### src/rtl/core/nqe_pkg.sv
// Shared types and constants for the n-queens solution enumerator.
package nqe_pkg;

  // Width of one column code and of the board size register
  localparam int COL_W     = 4;
  localparam int SIZE_W    = 4;
  // Rows reported in the placement word
  localparam int PLACE_ROWS = 8;
  localparam int PLACE_W   = PLACE_ROWS * COL_W;
  localparam int COUNT_W   = 24;
  localparam int IN_DATA_W = 8;
  localparam int OUT_DATA_W = PLACE_W + COUNT_W;
  // Attack masks held per row: column, down-left diagonal, down-right diagonal
  localparam int ATT_N     = 3;
  localparam int ATT_COL   = 0;
  localparam int ATT_DL    = 1;
  localparam int ATT_DR    = 2;
  // Board size after reset
  localparam logic [SIZE_W-1:0] SIZE_RESET = 4'd8;

  typedef enum logic {
    ST_IDLE,
    ST_SEARCH
  } state_t;

  // Per-row cell controls
  typedef struct packed {
    logic place;  // latch the candidate column as this row's queen
    logic take;   // derive this row's attack masks from the row below
  } cell_ctl_t;

endpackage

### src/rtl/core/nqe_cell.sv
// One row cell: holds the row's queen column and the attack masks seen by the row.
module nqe_cell #(
  parameter int MAX_SIZE = 8
) (
  input  logic                                         clk,
  input  logic                                         rst_n,
  input  nqe_pkg::cell_ctl_t                           ctl,
  input  logic [nqe_pkg::COL_W-1:0]                    cand_col,
  input  logic [nqe_pkg::ATT_N-1:0][MAX_SIZE-1:0]      prev_att,
  output logic [nqe_pkg::COL_W-1:0]                    col,
  output logic [nqe_pkg::ATT_N-1:0][MAX_SIZE-1:0]      att
);
  import nqe_pkg::*;

  logic [MAX_SIZE-1:0]              cand_oh;
  logic [ATT_N-1:0][MAX_SIZE-1:0]   att_nxt;
  logic [ATT_N-1:0][MAX_SIZE-1:0]   att_r;
  logic [COL_W-1:0]                 col_r;

  // Add the queen placed on the row below and shift the diagonals one row on
  assign cand_oh = {{(MAX_SIZE-1){1'b0}}, 1'b1} << cand_col;
  always_comb begin
    att_nxt[ATT_COL] = prev_att[ATT_COL] | cand_oh;
    att_nxt[ATT_DL]  = (prev_att[ATT_DL] | cand_oh) << 1;
    att_nxt[ATT_DR]  = (prev_att[ATT_DR] | cand_oh) >> 1;
  end

  // Load masks when the row below places its queen
  always_ff @(posedge clk) begin
    if (!rst_n) begin
      att_r <= '0;
    end else if (ctl.take) begin
      att_r <= att_nxt;
    end
  end

  // Hold this row's queen column
  always_ff @(posedge clk) begin
    if (ctl.place) begin
      col_r <= cand_col;
    end
  end

  assign col = col_r;
  assign att = att_r;

endmodule

### src/rtl/core/n_queens_solution_enumerator.sv
// Top level of the n-queens solution enumerator: search sequencer over a chain of row cells.
//
// Usage:
//   Input channel (in_*): one transaction per request. in_tdata[0] is restart:
//   1 clears the search and returns the first placement, 0 returns the next one.
//   Result channel (out_*): one transaction per request. out_tdata carries the
//   placement (bits 31:0, 4 bits per row, row 0 lowest) and the running solution
//   count (bits 55:32); out_tuser is the found flag, 0 once the search is spent.
//   Configuration: cfg_wr_en with cfg_wr_data writes the board size (0 acts as 1,
//   sizes above MAX_SIZE act as MAX_SIZE) and clears the search. Write only idle.
// Timing:
//   The sequencer makes one column trial or one backtrack step per cycle, with the
//   safety check done in parallel against the masks held in the current row's cell;
//   only its final step waits for a busy output register. The result is registered on
//   that final step, as the sequencer returns to idle and can take the next request.
//   A spent search answers on its first step, without any trials or backtracks.
//   One request is in flight at a time; in_tready is high while the sequencer idles.
// Reset and stall:
//   Reset sets the board size to 8 and empties the search. While a result waits
//   on a stalled receiver the next request is still taken and searched; the
//   sequencer holds on its final step until the output register is free.
module n_queens_solution_enumerator #(
  parameter int MAX_SIZE = 8
) (
  input  logic                              clk,
  input  logic                              rst_n,
  input  logic                              in_tvalid,
  output logic                              in_tready,
  input  logic [nqe_pkg::IN_DATA_W-1:0]     in_tdata,   // [0] restart, [7:1] zero
  output logic                              out_tvalid,
  input  logic                              out_tready,
  output logic [nqe_pkg::OUT_DATA_W-1:0]    out_tdata,  // [31:0] placement, [55:32] solution_number
  output logic                              out_tuser,  // [0] found
  input  logic                              cfg_wr_en,
  input  logic [nqe_pkg::SIZE_W-1:0]        cfg_wr_data
);
  import nqe_pkg::*;

  localparam int RW = (MAX_SIZE > 1) ? $clog2(MAX_SIZE) : 1;
  localparam int NW = $clog2(MAX_SIZE + 1);

  // Search state
  state_t               state_r, state_nxt;
  logic [SIZE_W-1:0]    bs_r;
  logic [RW-1:0]        r_r, r_nxt;
  logic [NW-1:0]        c_r, c_nxt;
  logic                 exh_r, exh_nxt;
  logic [COUNT_W-1:0]   cnt_r, cnt_nxt;

  // Result register
  logic                 out_valid_r;
  logic [PLACE_W-1:0]   out_place_r;
  logic [COUNT_W-1:0]   out_cnt_r;
  logic                 out_found_r;

  // Cell chain
  logic [ATT_N-1:0][MAX_SIZE-1:0] att_w      [MAX_SIZE];
  logic [ATT_N-1:0][MAX_SIZE-1:0] prev_att_w [MAX_SIZE];
  logic [COL_W-1:0]               q_w        [MAX_SIZE];
  cell_ctl_t                      ctl_w      [MAX_SIZE];
  logic [MAX_SIZE-1:0]            place_w;

  logic [4:0]           n_full;
  logic [NW-1:0]        n_w;
  logic [RW-1:0]        rm1;
  logic [MAX_SIZE-1:0]  cand_oh;
  logic [MAX_SIZE-1:0]  blk_mask;
  logic                 blocked;
  logic                 last_row;
  logic                 out_free;
  logic                 do_place;
  logic                 fin;
  logic                 fin_found;
  logic [COL_W-1:0]     row_col [PLACE_ROWS];
  logic [PLACE_W-1:0]   placement;

  // Clamp the board size into the supported range
  always_comb begin
    n_full = {1'b0, bs_r};
    if (bs_r == '0) begin
      n_full = 5'd1;
    end else if (n_full > 5'(MAX_SIZE)) begin
      n_full = 5'(MAX_SIZE);
    end
    n_w = NW'(n_full);
  end

  // Safety check against the current row's masks
  assign rm1      = r_r - RW'(1);
  assign cand_oh  = {{(MAX_SIZE-1){1'b0}}, 1'b1} << c_r;
  assign blk_mask = att_w[r_r][ATT_COL] | att_w[r_r][ATT_DL] | att_w[r_r][ATT_DR];
  assign blocked  = |(blk_mask & cand_oh);
  assign last_row = (NW'(r_r) + NW'(1)) == n_w;
  assign out_free = !out_valid_r || out_tready;
  assign in_tready = (state_r == ST_IDLE);

  // Next state: one trial or backtrack step per cycle, held on the final step while the output is busy
  always_comb begin
    state_nxt = state_r;
    r_nxt     = r_r;
    c_nxt     = c_r;
    exh_nxt   = exh_r;
    cnt_nxt   = cnt_r;
    do_place  = 1'b0;
    fin       = 1'b0;
    fin_found = 1'b0;
    unique case (state_r)
      ST_IDLE: begin
        if (in_tvalid) begin
          state_nxt = ST_SEARCH;
          if (in_tdata[0]) begin
            r_nxt   = '0;
            c_nxt   = '0;
            exh_nxt = 1'b0;
            cnt_nxt = '0;
          end
        end
      end
      ST_SEARCH: begin
        priority if (exh_r) begin
          if (out_free) begin
            fin       = 1'b1;
            state_nxt = ST_IDLE;
          end
        end else if (c_r >= n_w) begin
          if (r_r == '0) begin
            if (out_free) begin
              exh_nxt   = 1'b1;
              fin       = 1'b1;
              state_nxt = ST_IDLE;
            end
          end else begin
            r_nxt = rm1;
            c_nxt = NW'(q_w[rm1]) + NW'(1);
          end
        end else if (!blocked) begin
          if (last_row) begin
            if (out_free) begin
              do_place  = 1'b1;
              fin       = 1'b1;
              fin_found = 1'b1;
              c_nxt     = c_r + NW'(1);
              cnt_nxt   = cnt_r + COUNT_W'(1);
              state_nxt = ST_IDLE;
            end
          end else begin
            do_place = 1'b1;
            r_nxt    = r_r + RW'(1);
            c_nxt    = '0;
          end
        end else begin
          c_nxt = c_r + NW'(1);
        end
      end
      default: begin
        state_nxt = ST_IDLE;
      end
    endcase
    // A size write empties the search
    if (cfg_wr_en) begin
      r_nxt   = '0;
      c_nxt   = '0;
      exh_nxt = 1'b0;
      cnt_nxt = '0;
    end
  end

  assign place_w = do_place ? ({{(MAX_SIZE-1){1'b0}}, 1'b1} << r_r) : '0;

  // Row cells
  for (genvar i = 0; i < MAX_SIZE; i++) begin : g_cell
    if (i == 0) begin : g_first
      assign prev_att_w[i] = '0;
      assign ctl_w[i].take = 1'b0;
    end else begin : g_next
      assign prev_att_w[i] = att_w[i-1];
      assign ctl_w[i].take = place_w[i-1];
    end
    assign ctl_w[i].place = place_w[i];

    nqe_cell #(
      .MAX_SIZE (MAX_SIZE)
    ) u_cell (
      .clk      (clk),
      .rst_n    (rst_n),
      .ctl      (ctl_w[i]),
      .cand_col (COL_W'(c_r)),
      .prev_att (prev_att_w[i]),
      .col      (q_w[i]),
      .att      (att_w[i])
    );
  end

  // Gather the placement, taking the column being placed this cycle
  for (genvar i = 0; i < PLACE_ROWS; i++) begin : g_row
    if (i < MAX_SIZE) begin : g_live
      assign row_col[i] = (NW'(i) >= n_w) ? '0 :
                          (r_r == RW'(i)) ? COL_W'(c_r) : q_w[i];
    end else begin : g_dead
      assign row_col[i] = '0;
    end
    assign placement[i*COL_W +: COL_W] = row_col[i];
  end

  // Search registers
  always_ff @(posedge clk) begin
    if (!rst_n) begin
      state_r <= ST_IDLE;
      bs_r    <= SIZE_RESET;
      r_r     <= '0;
      c_r     <= '0;
      exh_r   <= 1'b0;
      cnt_r   <= '0;
    end else begin
      state_r <= state_nxt;
      r_r     <= r_nxt;
      c_r     <= c_nxt;
      exh_r   <= exh_nxt;
      cnt_r   <= cnt_nxt;
      if (cfg_wr_en) begin
        bs_r <= cfg_wr_data;
      end
    end
  end

  // Hold the result until the transaction completes
  always_ff @(posedge clk) begin
    if (!rst_n) begin
      out_valid_r <= 1'b0;
    end else if (fin) begin
      out_valid_r <= 1'b1;
    end else if (out_tready) begin
      out_valid_r <= 1'b0;
    end
  end

  always_ff @(posedge clk) begin
    if (fin) begin
      out_place_r <= fin_found ? placement : '0;
      out_found_r <= fin_found;
      out_cnt_r   <= cnt_nxt;
    end
  end

  assign out_tvalid = out_valid_r;
  assign out_tdata  = {out_cnt_r, out_place_r};
  assign out_tuser  = out_found_r;

  // A spent search reports an empty placement
  a_empty_when_spent: assert property (@(posedge clk) disable iff (!rst_n)
    out_tvalid && !out_tuser |-> out_tdata[PLACE_W-1:0] == '0)
    else $error("placement not empty on a spent search");

  // At most one row places a queen per cycle
  a_one_place: assert property (@(posedge clk) disable iff (!rst_n)
    $onehot0(place_w))
    else $error("more than one row cell placing");

  // An accepted request starts the search
  a_accept_starts: assert property (@(posedge clk) disable iff (!rst_n)
    in_tvalid && in_tready |=> state_r == ST_SEARCH)
    else $error("request accepted without starting the search");

  // A result is only produced while searching with the output free
  a_fin_free: assert property (@(posedge clk) disable iff (!rst_n)
    fin |-> state_r == ST_SEARCH && out_free)
    else $error("result produced over a held result");

endmodule
### config.mk
export PLATFORM = sky130hd
export DESIGN_NAME = n_queens_solution_enumerator
export DESIGN_NICKNAME = d
export VERILOG_FILES = /design/src/rtl/core/nqe_pkg.sv /design/src/rtl/core/nqe_cell.sv /design/src/rtl/core/n_queens_solution_enumerator.sv
export SDC_FILE = /design/constraint.sdc
export NUM_CORES = 1
export LEC_CHECK = 0
export BUFFER_PORTS_ARGS = -buffer_cell sky130_fd_sc_hd__buf_4
export CELL_PAD_IN_SITES_DETAIL_PLACEMENT = 0
export CELL_PAD_IN_SITES_GLOBAL_PLACEMENT = 1
export CORE_MARGIN = 10
export CORE_UTILIZATION = 50
export CTS_CLUSTER_DIAMETER = 40
export CTS_CLUSTER_SIZE = 40
export DETAILED_ROUTE_END_ITERATION = 16
export HOLD_SLACK_MARGIN = 0.02
export PLACE_DENSITY_LB_ADDON = 0.1
export SYNTH_ARGS = -nofsm -noshare
export SYNTH_HDL_FRONTEND = slang
export SYNTH_SLANG_ARGS = --single-unit
### constraint.sdc
create_clock -name clk -period 8 [get_ports clk]
set_clock_uncertainty 0.2 [all_clocks]
set_input_delay 0.4 -clock clk [delete_from_list [all_inputs] [get_ports clk]]
set_output_delay 0.4 -clock clk [all_outputs]
set_load 0.01 [all_outputs]
Word-level counts from Yosys, hierarchy flattened
Index checks and enable logic that the tools add are counted.
- register bits after elaboration: 281
- input port bits: 17
- output and inout port bits: 59
- logic and storage cells: 198
- add/sub/neg operators: 6
- $lt $le $gt $ge: 12
- equality and inequality tests: 15
- shift operators: 2
- multiplexer cells: 73
- bitwise gates (word level): 26
- reductions and logical operators: 18
- operators by type and width (kind ; number):
    $mux 24 ; 10
    $mux 4 ; 20
    $bmux 24 s3 ; 1
    $or 8x8->8 ; 8
    $or 7x8->8 ; 6
    $pmux 24 s2 ; 1
    $or 7x7->7 ; 6
    $mux 1 ; 28
    $add 24x1->24 const B ; 1
    $mux 3 ; 7
    $reduce_or 2->1 ; 9
    $ge 3x4->1 const A ; 4
    $bmux 4 s3 ; 1
    $eq 3x3->1 const B ; 4
    $add 4x1->4 const B ; 2
    $and 8x8->8 ; 1
    $ge 1x4->1 const A ; 2
    $ge 2x4->1 const A ; 2
    $ge 4x4->1 const B ; 2
    $mux 8 ; 1
    $not 3->4 ; 2
    $pmux 4 s2 ; 1
    $reduce_or 8->1 ; 1
    $shl 1x3->8 const A ; 1
    25 further kinds ; 31

Depth between registers and ports, before layout
- depth in word-level cells: 14
- gate-level depth with buffers: 14
- depth with buffers taken out: 12

By module
Synthesis repeated with hierarchy kept, for this count alone.
- cells, all modules: 1525
- area, all modules: 14521.4 um^2
- by module, submodules not included (module ; instances ; cells each ; area an instance (um^2) ; sequential area each (um^2)):
    nqe_cell ; 8 ; 106 ; 1009.7 ; 560.5
    n_queens_solution_enumerator ; 1 ; 677 ; 6443.7 ; 2472.4

Least setup slack after synthesis
No wires, ideal clock.
- kind: reg-to-reg
- from: register c_r[0]
- to: register out_cnt_r[0], enable pin
- library setup time: 0.423 ns
- data arrival time: 4.067 ns
- required time: 7.377 ns
- setup slack: 3.311 ns
- cell stages (with the launch flop): 13
- path buffers: 3
- period minus slack after synthesis: 4.689 ns
- path through: dfxtp_1 > clkbuf_1 > inv_1 > ha_1 > nor3b_1 > o221ai_1 > a21oi_1 > a221oi_1 > o2111ai_4 > buf_6 > buf_6 > nor3b_1 > o311a_1
- cells in the longest elaborated chain, start to end: 7
- elaborated cells on any way between the ends: 8
- classes of those cells: order compare: 1; shift: 1; mux: 4; bitwise: 1; reduce/logical: 1
- ends and longest elaborated chain (item ; RTL line ; text):
    start: declaration ; n_queens_solution_enumerator.sv:46 ; logic [NW-1:0] c_r, c_nxt;
    start signal: assignment ; n_queens_solution_enumerator.sv:217 ; c_r <= c_nxt;
    $shl 1x4->8 ; n_queens_solution_enumerator.sv:90 ; assign cand_oh = {{(MAX_SIZE-1){1'b0}}, 1'b1} << c_r;
    $and 8x8->8 ; n_queens_solution_enumerator.sv:92 ; assign blocked = |(blk_mask & cand_oh);
    $reduce_or 8->1 ; n_queens_solution_enumerator.sv:92 ;
    $mux 1 ; n_queens_solution_enumerator.sv:136 ; end else if (!blocked) begin
    $mux 1 (*) ; n_queens_solution_enumerator.sv:125 ; end else if (c_r >= n_w) begin
    $mux 1 (*) ; n_queens_solution_enumerator.sv:120 ; priority if (exh_r) begin
    $mux 1 (*) ; n_queens_solution_enumerator.sv:107 ; unique case (state_r)
    via fin ; n_queens_solution_enumerator.sv:72 ; logic fin;
    end signal: assignment ; n_queens_solution_enumerator.sv:241 ; out_cnt_r <= cnt_nxt;
    end: declaration ; n_queens_solution_enumerator.sv:53 ; logic [COUNT_W-1:0] out_cnt_r;
Mark *: on every way through the listed nets, which the timed path passes. The rest lies on a longest branch.
A chain may end at the register's enable or synchronous reset.

Worst setup path in the final report
- from: register r_r[0]
- to: register out_cnt_r[12] (data pin)
- cells in the longest elaborated chain, start to end: 13
- elaborated cells on any way between the ends: 16
- classes of those cells: add/sub: 1; eq/ne: 1; mux: 9; bitwise: 4; reduce/logical: 1
- ends and longest elaborated chain (item ; RTL line ; text):
    start: declaration ; n_queens_solution_enumerator.sv:45 ; logic [RW-1:0] r_r, r_nxt;
    start signal: assignment ; n_queens_solution_enumerator.sv:216 ; r_r <= r_nxt;
    $not 3->4 (not written as such) ; n_queens_solution_enumerator.sv:91 ; assign blk_mask = att_w[r_r][ATT_COL] | att_w[r_r][ATT_DL] | att_w[r_r][ATT_DR];
    $bmux 24 s3 ; n_queens_solution_enumerator.sv:91 ;
    $mux 24 (not written as such) (2 in a row) ; n_queens_solution_enumerator.sv:91 ;
    $or 8x8->8 (2 in a row) ; n_queens_solution_enumerator.sv:91 ;
    $and 8x8->8 ; n_queens_solution_enumerator.sv:92 ;
    $reduce_or 8->1 ; n_queens_solution_enumerator.sv:92 ;
    $mux 24 (*) ; n_queens_solution_enumerator.sv:136 ;
    $mux 24 (*) ; n_queens_solution_enumerator.sv:125 ;
    $mux 24 (*) ; n_queens_solution_enumerator.sv:120 ;
    $pmux 24 s2 (*) ; n_queens_solution_enumerator.sv:107 ;
    $mux 24 (*) ; n_queens_solution_enumerator.sv:160 ; if (cfg_wr_en) begin
    via cnt_nxt[12] ; n_queens_solution_enumerator.sv:48 ; logic [COUNT_W-1:0] cnt_r, cnt_nxt;
Mark *: on every way through the listed nets, which the timed path passes. The rest lies on a longest branch. The select of a mux whose other input is x is not followed.

==> impl_metrics.py <==
metrics = {
    "worst_hold_path": {
        "hold_path.class": "primary input to flop",
        "hold_path.startpoint": "cfg_wr_en",
    },
    "timing": {
        "final.hold.worst_slack_ns": 0.158,
        "report.final.hold_viol_count": 0,
        "worst-slew-pin-transition_ns": 1.11,
        "fin_setup_tns_ns": 0,
        "maxSlewHeadroom": 0.254,
        "max_slew_violation_total_from_the_final_report": 0,
        "maxClockFrequency_mhz": 189,
        "setup_failing_eps_final": 0,
        "layout_min_cycle_time_ns": 5.28,
        "rsz0062_at_grt": "false",
        "finalCritPeriodShare": 0.660,
    },
    "cells_and_area": {
        "drive_above_1_share": 0.152,
        "register_area_um2": 6240,
        "multi_input_area_um2": 6150,
        "antenna_cells": 0,
        "layout-area-overhead-vs-synth_pct": 15.4,
        "final_net_count": 1359,
        "num-fill-cells": 2206,
        "final_instance_area_um2": 14900,
        "finalNonFillerCells": 1682,
    },
    "detailed_routing": {
        "antenna_violating_nets_post_route": 0,
        "detail_route.first_pass.iterations": 5,
        "vias_after_detailed_routing": 9592,
        "highest_layer": "met4",
        "wl_met3_mm": 1.42,
        "routed_wirelength_mm": 30.9,
        "iteration_0_drc_markers": 715,
        "post_drt_via_cell_ratio": 5.70,
        "detail_route.wl_per_cell_um": 18.4,
        "met2_length_mm": 14.4,
        "remaining_drc_errors": 0,
        "met1_length_mm": 14.5,
    },
    "clocking": {
        "cts.sinks": 267,
        "total_setup_buffers_inserted_after_cts": 0,
        "tritoncts.num_buffers": 39,
        "cts_root_buffer": "sky130_fd_sc_hd__clkbuf_16",
        "cts_clk_pin_slew_worst_paths_ns": 0.05,
        "clk-insertion-delay-late_ns": 0.51,
        "tritoncts": "built",
        "h_tree_levels": 2,
        "clock_path_buffers": 3,
    },
    "synthesis": {
        "postSynthAreaPerCell_um2": 9.99,
        "synth_compound_area_frac": 0.159,
        "ys_seq_elements": 267,
        "yosys.area_share.adder": 0.0185,
        "post_synth_instance_area_um2": 12900,
        "synth_xor_xnor_area_share": 0.00408,
        "postSynth.asyncResetShare": 0,
        "yosysWarnings": 0,
        "synth_simple_gate_area_share": 0.216,
        "synth_edf_count": 89,
        "yosys-mux-area-fraction": 0.0777,
        "synth_cell_type_count": 80,
        "synth_top_family_by_area": "simple AND/OR/NAND/NOR gates",
        "yosysSeqAreaShare": 0.484,
        "post_synth_inst_count": 1289,
        "main_flop_type_after_synthesis": "sky130_fd_sc_hd__dfxtp_1",
        "post_synthesis_net_count": 1325,
    },
    "setup_path": {
        "path_cells": "inv_2 -> ha_1 -> xor2_1 -> inv_1 -> a2111oi_2 -> nand4_1 -> or2_1 -> buf_4 -> nor4_4 -> mux2_1",
        "critical_path.reg2reg.startpoint": "r_r[0]",
        "criticalPathCategory": "flop to flop",
        "critPathCaptureType": "flop",
        "critical-path-max-stage-delay_ns": 0.73,
        "crit_start": "r_r[0]",
        "cp_data_arrival_time_ns": 5.34,
        "worstPathRequired_ns": 8.06,
        "crit_path_top_delay_cell": "sky130_fd_sc_hd__dfxtp_2",
        "critPathMaxFanout": 28,
        "start_kind": "flop",
    },
    "status": {
        "outcome": "complete, no violations",
    },
    "die": {
        "start_util": 0.510,
        "floorplan.die.width_um": 181,
        "core-area_um2": 25300,
        "dieArea_um2": 32600,
        "die_h_um": 181,
        "ports": 76,
        "rows": 58,
    },
    "place": {
        "gpl.final_weighted_congestion": 0.839,
        "placed_cells": 1607,
        "dpl_cell_area_um2": 13500,
        "io_buffers": 68,
        "place_hpwl_mm": 19.9,
    },
    "power": {
        "power.density_cell_area_nw_per_um2": 219,
        "power.leakage_nw": 6.85,
        "vdd_drop_max_uv": 179,
        "design_power_total_mw": 3.26,
    },
    "grt": {
        "grt_usage": 0.184,
        "grt_start_max_net_pins": 91,
        "first_global_vias": 9407,
        "global_route_wire_length_before_repair_mm": 50.7,
        "grt_antenna_before_repair": 0,
        "gr-total-overflow": 0,
    },
    "job": {
        "timing.max_cap.violations": 0,
    },
}
## stage by stage
stage	utilization	setup slack, ns
floorplan	-	3.31
global placement	0.536	2.82
detailed placement	0.536	2.73
CTS	0.588	2.71
global route	0.588	2.37
finish	0.588	2.72
## final timing paths
path                            cells past startpoint  slack (ns)       endpoint
worst max-delay path                               10        2.72  out_cnt_r[12]
worst min-delay path                                2        0.16        bs_r[3]
worst max register to register                     10        2.72  out_cnt_r[12]
worst min register to register                      2        0.29      cnt_r[12]
## state kept, by name (all words and copies together), names as in the netlist, 3 cells and up
signal / cells
g_cell.u_cell.col: 32
r_r: 3
c_r: 4
out_cnt_r: 24
g_cell.u_cell.att: 140
out_place_r: 32
cnt_r: 24
bs_r: 4
## cells by family after synthesis
family	Yosys count
and+or+nand+nor	562
DFF	267
xor gates and xnor gates	6
buffers and inverters	117
adders and majority gates	19
muxes	88
AOI/OAI and AO/OA	230
## timing repair
item	CTS	global route
gates resized for setup	0	0
setup endpoints to repair	0	0
hold buffers	5	0
hold endpoints to repair	5	0
## layout make-up
| type | count | share of cell area |
|---|---|---|
| clock buffers | 52 | 0.0745 |
| clock inverters | 18 | 0.0120 |
| inverters | 17 | 0.00429 |
| multi-input cells | 905 | 0.414 |
| flip-flops and latches | 267 | 0.420 |
| well taps | 330 | 0.0278 |
| repair buffers | 93 | 0.0478 |
## report_power, final
group          switching (mW)  total, mW  internal (mW)
logic                   0.101      0.159         0.0585
registers              0.0166       1.43           1.42
clock network           0.617       1.66           1.05
total                   0.735       3.26           2.52
## layer usage
metal	up-vias	GRT usage
li1	4720	-
met3	47	0.0317
met4	0	0.0525
met1	4635	0.244
met2	190	0.302
met5	-	0
## critical path, delay by kind of cell (launching register included)
kind	cells	cell delay [ns]
compound gates	1	0.57
xor+xnor	1	0.24
fa+ha+maj	1	0.72
buf+inv	3	0.69
flops	1	0.73
mux	1	0.36
simple gates	3	1.51
## layout by cell type (no fill, tap or decap), types with 6 or more instances in the layout
master                        n
sky130_fd_sc_hd__a211o_1      6
sky130_fd_sc_hd__a21o_1       6
sky130_fd_sc_hd__a21oi_1     28
sky130_fd_sc_hd__and2_1      14
sky130_fd_sc_hd__and3_1      11
sky130_fd_sc_hd__buf_4       88
sky130_fd_sc_hd__clkbuf_1     7
sky130_fd_sc_hd__clkbuf_16   41
sky130_fd_sc_hd__dfxtp_1    177
sky130_fd_sc_hd__edfxtp_1    89
sky130_fd_sc_hd__ha_1        19
sky130_fd_sc_hd__inv_1       14
sky130_fd_sc_hd__mux2i_1     73
sky130_fd_sc_hd__mux4_2       9
sky130_fd_sc_hd__nand2_1    189
sky130_fd_sc_hd__nand2b_1    10
sky130_fd_sc_hd__nand3_1     17
sky130_fd_sc_hd__nand4_1      7
sky130_fd_sc_hd__nor2_1     159
sky130_fd_sc_hd__nor2b_1     30
sky130_fd_sc_hd__nor3_1      51
sky130_fd_sc_hd__nor3_4       6
sky130_fd_sc_hd__nor4_1      17
sky130_fd_sc_hd__nor4b_1      6
sky130_fd_sc_hd__o211a_1    121
sky130_fd_sc_hd__o21a_1       6
sky130_fd_sc_hd__o21ai_0     11
## cell usage after synthesis, types with 17 or more instances
| cell | number | area (um^2) |
|---|---|---|
| sky130_fd_sc_hd__nand3_1 | 17 | 85.1 |
| sky130_fd_sc_hd__ha_1 | 19 | 238 |
| sky130_fd_sc_hd__clkbuf_1 | 56 | 210 |
| sky130_fd_sc_hd__o211a_1 | 121 | 1210 |
| sky130_fd_sc_hd__a21oi_1 | 29 | 145 |
| sky130_fd_sc_hd__nand2_1 | 189 | 709 |
| sky130_fd_sc_hd__dfxtp_1 | 178 | 3560 |
| sky130_fd_sc_hd__edfxtp_1 | 89 | 2670 |
| sky130_fd_sc_hd__nor3_1 | 51 | 255 |
| sky130_fd_sc_hd__mux2i_1 | 73 | 731 |
| sky130_fd_sc_hd__nor4_1 | 17 | 106 |
| sky130_fd_sc_hd__nor2b_1 | 30 | 188 |
| sky130_fd_sc_hd__buf_2 | 34 | 170 |
| sky130_fd_sc_hd__nor2_1 | 159 | 597 |
No activity file was read; power rests on OpenSTA's default activity.
